[src/rtl/core/tnil_pkg.sv]
package tnil_pkg;

    localparam logic [1:0] CMD_INSERT = 2'd0;
    localparam logic [1:0] CMD_READ   = 2'd1;
    localparam logic [1:0] CMD_CLEAR  = 2'd2;

    localparam int FIELD_W = 31;
    localparam int SIZE_W  = 5;

    typedef struct packed {
        logic [1:0]         cmd;
        logic [FIELD_W-1:0] score;
        logic [FIELD_W-1:0] item_key;
    } in_item_t;

    typedef struct packed {
        logic               out_valid;
        logic [FIELD_W-1:0] out_score;
        logic [FIELD_W-1:0] out_key;
        logic               out_last;
    } out_item_t;

    typedef struct packed {
        logic insert;
        logic clear;
        logic read_start;
        logic rotate;
        logic load_out;
    } dp_cmd_t;

    typedef struct packed {
        logic head_occupied;
        logic out_free;
        logic step_first;
        logic step_final;
    } dp_status_t;

endpackage

[src/rtl/core/tnil_ctrl.sv]
module tnil_ctrl
(
    input  logic                clk,
    input  logic                rst_n,
    input  logic                item_valid,
    output logic                item_stall,
    input  logic [1:0]          item_cmd,
    input  tnil_pkg::dp_status_t status,
    output tnil_pkg::dp_cmd_t   cmd
);

    localparam logic ST_IDLE = 1'b0;
    localparam logic ST_READ = 1'b1;

    logic state_reg;
    logic state_next;
    logic accept;
    logic emit;
    logic go;

    assign item_stall = (state_reg == ST_READ);
    assign accept     = item_valid && !item_stall;

    // a step emits when the head entry is occupied, or on the first step of an empty list
    assign emit = status.head_occupied || status.step_first;
    assign go   = !emit || status.out_free;

    always_comb
    begin
        state_next     = state_reg;
        cmd.insert     = 1'b0;
        cmd.clear      = 1'b0;
        cmd.read_start = 1'b0;
        cmd.rotate     = 1'b0;
        cmd.load_out   = 1'b0;
        case (state_reg)
            ST_IDLE:
            begin
                if (accept)
                begin
                    case (item_cmd)
                        tnil_pkg::CMD_INSERT: cmd.insert = 1'b1;
                        tnil_pkg::CMD_CLEAR:  cmd.clear  = 1'b1;
                        tnil_pkg::CMD_READ:
                        begin
                            cmd.read_start = 1'b1;
                            state_next     = ST_READ;
                        end
                        default: ;
                    endcase
                end
            end
            ST_READ:
            begin
                if (go)
                begin
                    cmd.rotate   = 1'b1;
                    cmd.load_out = emit;
                    if (status.step_final)
                    begin
                        state_next = ST_IDLE;
                    end
                end
            end
            default: state_next = ST_IDLE;
        endcase
    end

    always_ff @(posedge clk or negedge rst_n)
    begin
        if (!rst_n)
        begin
            state_reg <= ST_IDLE;
        end
        else
        begin
            state_reg <= state_next;
        end
    end

endmodule

[src/rtl/core/tnil_datapath.sv]
module tnil_datapath
#(
    parameter int LIST_DEPTH = 16
)
(
    input  logic                                 clk,
    input  logic                                 rst_n,
    input  tnil_pkg::in_item_t                   item,
    input  tnil_pkg::dp_cmd_t                    cmd,
    output tnil_pkg::dp_status_t                 status,
    input  logic                                 cfg_wr,
    input  logic [tnil_pkg::SIZE_W-1:0]          cfg_data,
    output logic [tnil_pkg::SIZE_W-1:0]          list_size,
    output logic                                 result_valid,
    input  logic                                 result_stall,
    output tnil_pkg::out_item_t                  result
);

    localparam int NW = $clog2(LIST_DEPTH + 1);
    localparam int KW = (LIST_DEPTH > 1) ? $clog2(LIST_DEPTH) : 1;
    localparam int FW = tnil_pkg::FIELD_W;

    function automatic logic [NW-1:0] eff_size(input logic [tnil_pkg::SIZE_W-1:0] ls);
        int v;
        v = int'(ls);
        if (v == 0)
            v = 1;
        if (v > LIST_DEPTH)
            v = LIST_DEPTH;
        return NW'(v);
    endfunction

    logic [FW-1:0]         score_reg [LIST_DEPTH];
    logic [FW-1:0]         score_next [LIST_DEPTH];
    logic [FW-1:0]         key_reg [LIST_DEPTH];
    logic [FW-1:0]         key_next [LIST_DEPTH];
    logic [LIST_DEPTH-1:0] occ_reg;
    logic [LIST_DEPTH-1:0] occ_next;
    logic [LIST_DEPTH-1:0] cond;

    logic [tnil_pkg::SIZE_W-1:0] list_size_reg;
    logic [KW-1:0]               step_reg;
    logic [KW-1:0]               step_next;
    logic                        out_valid_reg;
    tnil_pkg::out_item_t         out_item_reg;

    logic [NW-1:0] n_eff;
    logic [NW-1:0] n_new;
    logic          occ1;

    assign n_eff     = eff_size(list_size_reg);
    assign n_new     = eff_size(cfg_data);
    assign list_size = list_size_reg;

    // occupied entries are descending and contiguous, so cond is monotone over positions
    always_comb
    begin
        for (int i = 0; i < LIST_DEPTH; i++)
        begin
            cond[i] = !occ_reg[i] || (item.score > score_reg[i]);
        end
    end

    for (genvar i = 0; i < LIST_DEPTH; i++)
    begin : g_cell
        logic          prv_cond;
        logic [FW-1:0] prv_score;
        logic [FW-1:0] prv_key;
        logic          prv_occ;
        logic [FW-1:0] nxt_score;
        logic [FW-1:0] nxt_key;
        logic          nxt_occ;
        logic          in_use;
        logic          is_tail;

        if (i == 0)
        begin : g_first
            assign prv_cond  = 1'b0;
            assign prv_score = '0;
            assign prv_key   = '0;
            assign prv_occ   = 1'b0;
        end
        else
        begin : g_inner
            assign prv_cond  = cond[i-1];
            assign prv_score = score_reg[i-1];
            assign prv_key   = key_reg[i-1];
            assign prv_occ   = occ_reg[i-1];
        end

        if (i == LIST_DEPTH - 1)
        begin : g_end
            assign nxt_score = score_reg[0];
            assign nxt_key   = key_reg[0];
            assign nxt_occ   = occ_reg[0];
        end
        else
        begin : g_mid
            assign nxt_score = score_reg[i+1];
            assign nxt_key   = key_reg[i+1];
            assign nxt_occ   = occ_reg[i+1];
        end

        assign in_use  = NW'(i) < n_eff;
        assign is_tail = NW'(i) == (n_eff - NW'(1));

        always_comb
        begin
            score_next[i] = score_reg[i];
            key_next[i]   = key_reg[i];
            occ_next[i]   = occ_reg[i];
            if (cmd.clear || (cfg_wr && !(NW'(i) < n_new)))
            begin
                score_next[i] = '0;
                key_next[i]   = '0;
                occ_next[i]   = 1'b0;
            end
            else if (cmd.insert && in_use && cond[i])
            begin
                if (prv_cond)
                begin
                    score_next[i] = prv_score;
                    key_next[i]   = prv_key;
                    occ_next[i]   = prv_occ;
                end
                else
                begin
                    score_next[i] = item.score;
                    key_next[i]   = item.item_key;
                    occ_next[i]   = 1'b1;
                end
            end
            else if (cmd.rotate && in_use)
            begin
                // read out rotates the used positions toward the head
                if (is_tail)
                begin
                    score_next[i] = score_reg[0];
                    key_next[i]   = key_reg[0];
                    occ_next[i]   = occ_reg[0];
                end
                else
                begin
                    score_next[i] = nxt_score;
                    key_next[i]   = nxt_key;
                    occ_next[i]   = nxt_occ;
                end
            end
        end
    end

    if (LIST_DEPTH > 1)
    begin : g_occ1
        assign occ1 = occ_reg[1];
    end
    else
    begin : g_occ1_none
        assign occ1 = 1'b0;
    end

    always_ff @(posedge clk or negedge rst_n)
    begin
        if (!rst_n)
        begin
            occ_reg <= '0;
        end
        else
        begin
            occ_reg <= occ_next;
        end
    end

    always_ff @(posedge clk)
    begin
        for (int i = 0; i < LIST_DEPTH; i++)
        begin
            score_reg[i] <= score_next[i];
            key_reg[i]   <= key_next[i];
        end
    end

    always_ff @(posedge clk or negedge rst_n)
    begin
        if (!rst_n)
        begin
            list_size_reg <= tnil_pkg::SIZE_W'(16);
        end
        else if (cfg_wr)
        begin
            list_size_reg <= cfg_data;
        end
    end

    always_comb
    begin
        step_next = step_reg;
        if (cmd.read_start)
            step_next = '0;
        else if (cmd.rotate)
            step_next = step_reg + KW'(1);
    end

    always_ff @(posedge clk or negedge rst_n)
    begin
        if (!rst_n)
        begin
            step_reg <= '0;
        end
        else
        begin
            step_reg <= step_next;
        end
    end

    assign status.head_occupied = occ_reg[0];
    assign status.out_free      = !out_valid_reg || !result_stall;
    assign status.step_first    = (step_reg == '0);
    assign status.step_final    = ((NW'(step_reg) + NW'(1)) == n_eff);

    always_ff @(posedge clk or negedge rst_n)
    begin
        if (!rst_n)
        begin
            out_valid_reg <= 1'b0;
        end
        else if (cmd.load_out)
        begin
            out_valid_reg <= 1'b1;
        end
        else if (!result_stall)
        begin
            out_valid_reg <= 1'b0;
        end
    end

    always_ff @(posedge clk)
    begin
        if (cmd.load_out)
        begin
            out_item_reg.out_valid <= occ_reg[0];
            out_item_reg.out_score <= occ_reg[0] ? score_reg[0] : '0;
            out_item_reg.out_key   <= occ_reg[0] ? key_reg[0] : '0;
            out_item_reg.out_last  <= !occ_reg[0] || status.step_final || !occ1;
        end
    end

    assign result_valid = out_valid_reg;
    assign result       = out_item_reg;

endmodule

[src/rtl/core/top_n_insertion_list_core.sv]
// Insert and clear: a new transaction every cycle while no read is in progress.
// Read: the accept moves the controller into its read state, then the list rotates past the
// head one step per position of the effective list_size; a step that emits waits while the
// output register is held by result_stall, and each emitting step loads that register.
// Input is stalled during a read. Results leave through a one-entry output register.
// Reset (rst_n, asynchronous, active low) empties the list and sets list_size to 16.
module top_n_insertion_list_core
#(
    parameter int LIST_DEPTH = 16
)
(
    input  logic                clk,
    input  logic                rst_n,
    input  logic                item_valid,
    output logic                item_stall,
    input  tnil_pkg::in_item_t  item,
    output logic                result_valid,
    input  logic                result_stall,
    output tnil_pkg::out_item_t result,
    input  logic                psel,
    input  logic                penable,
    input  logic                pwrite,
    input  logic [2:0]          paddr,
    input  logic [31:0]         pwdata,
    output logic [31:0]         prdata,
    output logic                pready
);

    tnil_pkg::dp_cmd_t           cmd;
    tnil_pkg::dp_status_t        status;
    logic                        cfg_wr;
    logic [tnil_pkg::SIZE_W-1:0] list_size;

    assign pready = 1'b1;
    assign cfg_wr = psel && penable && pwrite && pready && (paddr[2] == 1'b0);
    assign prdata = (paddr[2] == 1'b0) ? {{(32 - tnil_pkg::SIZE_W){1'b0}}, list_size} : 32'd0;

    tnil_ctrl u_ctrl
    (
        .clk        (clk),
        .rst_n      (rst_n),
        .item_valid (item_valid),
        .item_stall (item_stall),
        .item_cmd   (item.cmd),
        .status     (status),
        .cmd        (cmd)
    );

    tnil_datapath #(
        .LIST_DEPTH (LIST_DEPTH)
    ) u_datapath
    (
        .clk          (clk),
        .rst_n        (rst_n),
        .item         (item),
        .cmd          (cmd),
        .status       (status),
        .cfg_wr       (cfg_wr),
        .cfg_data     (pwdata[tnil_pkg::SIZE_W-1:0]),
        .list_size    (list_size),
        .result_valid (result_valid),
        .result_stall (result_stall),
        .result       (result)
    );

endmodule

[config.mk]
export PLATFORM = sky130hd
export DESIGN_NAME = top_n_insertion_list_core
export DESIGN_NICKNAME = d
export VERILOG_FILES = /design/src/rtl/core/tnil_pkg.sv /design/src/rtl/core/tnil_ctrl.sv /design/src/rtl/core/tnil_datapath.sv /design/src/rtl/core/top_n_insertion_list_core.sv
export SDC_FILE = /design/constraint.sdc
export NUM_CORES = 2
export LEC_CHECK = 0
export BUFFER_PORTS_ARGS = -buffer_cell sky130_fd_sc_hd__buf_2
export CAP_MARGIN = 20
export CORE_MARGIN = 2
export CORE_UTILIZATION = 50
export CTS_BUF_LIST = sky130_fd_sc_hd__clkbuf_16
export DETAILED_ROUTE_END_ITERATION = 10
export GPL_TIMING_DRIVEN = 1
export MAX_ROUTING_LAYER = met4
export PLACE_DENSITY_LB_ADDON = 0.12
export SYNTH_ARGS = -nofsm -noshare
export SYNTH_HDL_FRONTEND = slang
export SYNTH_SLANG_ARGS = --single-unit
export TNS_END_PERCENT = 30
[constraint.sdc]
create_clock -name clk -period 5 [get_ports clk]
set_clock_uncertainty 0.2 [all_clocks]
set_input_delay 0.5 -clock clk [delete_from_list [all_inputs] [get_ports clk]]
set_output_delay 0.5 -clock clk [all_outputs]
set_load 0.01 [all_outputs]
==> results.yml <==
run_status:
  status: "finished, final reports clean"
die:
  num_rows: 142
  fp.coreArea_mm2: 0.150
  dieHeight_um: 394
  ios: 205
  die_w_um: 394
  die-area_mm2: 0.155
  initial_core_util_pct: 50.5
setup_path:
  ff2ff_path_depth: 14
  rr_startpoint: "u_datapath.score_reg[0][20]$_SDFFE_PN0P_"
  r2r_slack_ns: 0.73
  crit_path_start_kind: "input port"
  timing.critical_path.arrival_ns: 4.95
  cp_common_cell: "buf_12"
  startpoint: "item[47]"
  endpoint: "u_datapath.score_reg[0][114]$_SDFFE_PP0P_"
  path_max_fanout: 15
  critPathCaptureType: "register"
  r2r-end: "u_datapath.score_reg[0][8]$_SDFFE_PN0P_"
  critical_path.max_stage_delay_ns: 0.58
  crit_chain: "dlygate4sd3_1 -> buf_2 -> ha_1 -> a21oi_1 -> o21ai_0 -> a2111oi_0 -> o21ai_0 -> a22oi_2 -> buf_12 -> nor4b_4 -> buf_12 -> buf_12 -> o2bb2ai_1 -> a221o_1"
  required_ns: 5.48
  worstSetupPathType: "in -> reg"
  cp_slowest_cell: "a22oi_2"
route:
  wl_per_cell_um: 28.5
  wirelength_um: 334000
  ant_nets: 0
  drt_iter0_markers: 9201
  routed_via_density: 6.68
  dr.pass1.iters: 8
  dr_total_vias: 78300
  remaining_drc_errors: 0
clock_tree:
  cts_max_level: 4
  cts_tree: "done"
  cts_sinks: 1083
  cts_hold_buf: 61
  post_cts_resized: 0
  cts_inserted_buffers: 136
  cts_setup_buffers: 0
  clkTransAtPathRegs_ns: 0.06
  root_buffer: "clkbuf_16"
  insertion_delay_ns: 0.82
  ctsLongestPathBuffers: 3
timing:
  worstMarginPinSlew_ns: 1.25
  setup_tns_ns: 0
  setup_viol: 0
  rsz0062_at_grt: "false"
  slew_violations: 0
  clock.fmax_mhz: 223
  slew_headroom_pct: 16.7
  period_share_pct: 89.5
  period_needed_ns: 4.48
  hold_violations: 0
final_layout:
  nFillCells: 14200
  area_growth_pct: 12.2
  drive_above_1_share_pct: 9.81
  seqCellArea_mm2: 0.0225
  multi_input_area_mm2: 0.0481
  post-route-util_pct: 56.6
  final_nets: 10200
pwr:
  p_per_area_mw_per_mm2: 673
  sw_frac_of_total_pct: 48.0
  seqPwrFrac_pct: 29.4
  power_frac_clock_pct: 17.3
  netSwitchingPower_mw: 27.5
  pwr-share-comb_pct: 53.3
  p_int_mw: 29.8
  totalPowerFinal_mw: 57.3
  leakagePower_nw: 33.1
  ir_worst_vdd_uv: 614
yosys:
  avgSynthCellArea_um2: 7.73
  synth_most_common_cell: "nand2_1"
  synth_edf_count: 64
  ys_types: 95
  synth-async-reset-ratio_pct: 2.49
  synth.largest_area_cell: "dfxtp_1"
  synth_cells: 9812
  ys_seq_area_share_pct: 29.6
  yosysWarnings: 0
  netlist.area_leader.share_pct: 26.2
  synth_commonest_cells: "nand2_1, dfxtp_1, a21oi_1"
  ys_seq_elements: 1083
  synth_area_mm2: 0.0759
  synthTopCellsByArea: "dfxtp_1, mux2i_1, a211oi_1"
  ys.flop_type: "dfxtp_1"
global_route:
  grt_usage_pct: 42.5
  grt_pass1_wl_um: 486000
  grt_overflow: 0
  grt_pass1_vias: 73100
  grt_max_degree: 127
  antenna_found_initial: 17
worst_hold_path:
  hp-class: "in -> reg"
place:
  place_congestion: 1.03
  io_buffers: 147
  dpl.hpwl_um: 218000
flow_run:
  cap_viol_max_count: 0
==> per-layer routing <==
metal  track usage, %  part of all wire (%)  wire (µm)
met2             63.2                    43     144000
met4             25.6                   6.9      23000
met1             53.0                    40     133000
met3             8.64                    10      33800
met5                -                     0          0
==> area by class of cell <==
class                           count  area share, %
Antenna cell                        9         0.0265
Clock buffer                      140           4.12
Clock inverter                    110          0.994
Inverter                          506           2.23
Multi-Input combinational cell   7254           56.5
Sequential cell                  1083           26.4
Tap cell                         2016           2.96
Timing Repair Buffer              611           6.76
==> critical path, delay by kind of cell <==
family          cells  cell delay (ns)
compound gates      7             2.45
buf+inv             5             1.55
fa+ha+maj           1             0.34
simple gates        1             0.05
==> cells in the final DEF (no fill, tap or decap), types with 66 or more instances in the layout <==
cell type and instances:
o21ai_0 484, buf_2 147, dfxtp_1 992, a221o_1 134, buf_4 293, and2_1 66
buf_12 109, a211oi_1 936, nand2_1 1202, a21oi_1 935, nor3_1 100, mux2i_1 896
nand4_1 112, nand3_1 93, clkbuf_16 140, inv_1 515, mux2_2 84, nor2_1 905
a31oi_1 293, ha_1 498
==> logic make-up (layout without fill, tap and decap cells) <==
| kind of cell | after synthesis | after routing | synth area share [%] |
|---|---|---|---|
| flops | 1083 | 1083 | 29.6 |
| compound gates | 3098 | 3098 | 26.4 |
| fa+ha+maj | 498 | 498 | 8.21 |
| simple gates | 2646 | 2646 | 14.6 |
| xor+xnor | 4 | 4 | 0.0462 |
| mux | 980 | 980 | 13.1 |
| buf+inv | 1501 | 1367 | 8.04 |
| other cells | 2 | 37 | 0.00990 |
==> how the worst min path moves through the flow <==
stage | start | to | slack [ns] | depth (start not counted)
3_3_place_gp | u_datapath.key_reg[0][135]$_SDFFE_PP0P_ | u_datapath.key_reg[0][135]$_SDFFE_PP0P_ | 0.27 | 2
3_5_place_dp | u_datapath.score_reg[0][243]$_SDFFE_PP0P_ | u_datapath.score_reg[0][243]$_SDFFE_PP0P_ | 0.28 | 2
2_1_floorplan | rst_n | u_ctrl.item_stall$_DFF_PN0_ | 0.004 | 0
5_1_grt | item[46] | u_datapath.score_reg[0][170]$_SDFFE_PP0P_ | 0.04 | 3
4_1_cts | item[36] | u_datapath.score_reg[0][36]$_SDFFE_PP0P_ | 0.00005 | 3
6_report | item[54] | u_datapath.score_reg[0][54]$_SDFFE_PP0P_ | 0.05 | 3
==> power by group through the flow <==
| stage | Clock (mW) | Combinational [mW] | Sequential (mW) |
|---|---|---|---|
| 2_1_floorplan | 0 | 20.3 | 15.1 |
| 3_3_place_gp | 0 | 28.9 | 16.6 |
| 3_5_place_dp | 0 | 29.5 | 16.7 |
| 4_1_cts | 9.97 | 29.7 | 16.6 |
| 5_1_grt | 10.3 | 32.9 | 17.2 |
| 6_report | 9.92 | 30.5 | 16.8 |
==> per-stage QoR <==
stage / setup slack [ns] / hold slack [ns] / cells / cell area, µm²
finish: 0.524 / 0.0481 / 11700 / 85100
global route: 0.494 / 0.0450 / 11700 / 85100
CTS: 0.767 / 0.0000507 / 11700 / 85100
detailed placement: 0.540 / 0.278 / 11400 / 80100
global placement: 0.593 / 0.270 / 11400 / 80100
floorplan: 0.143 / 0.00441 / 9838 / 76000
Power figures use the tool's default switching activity.
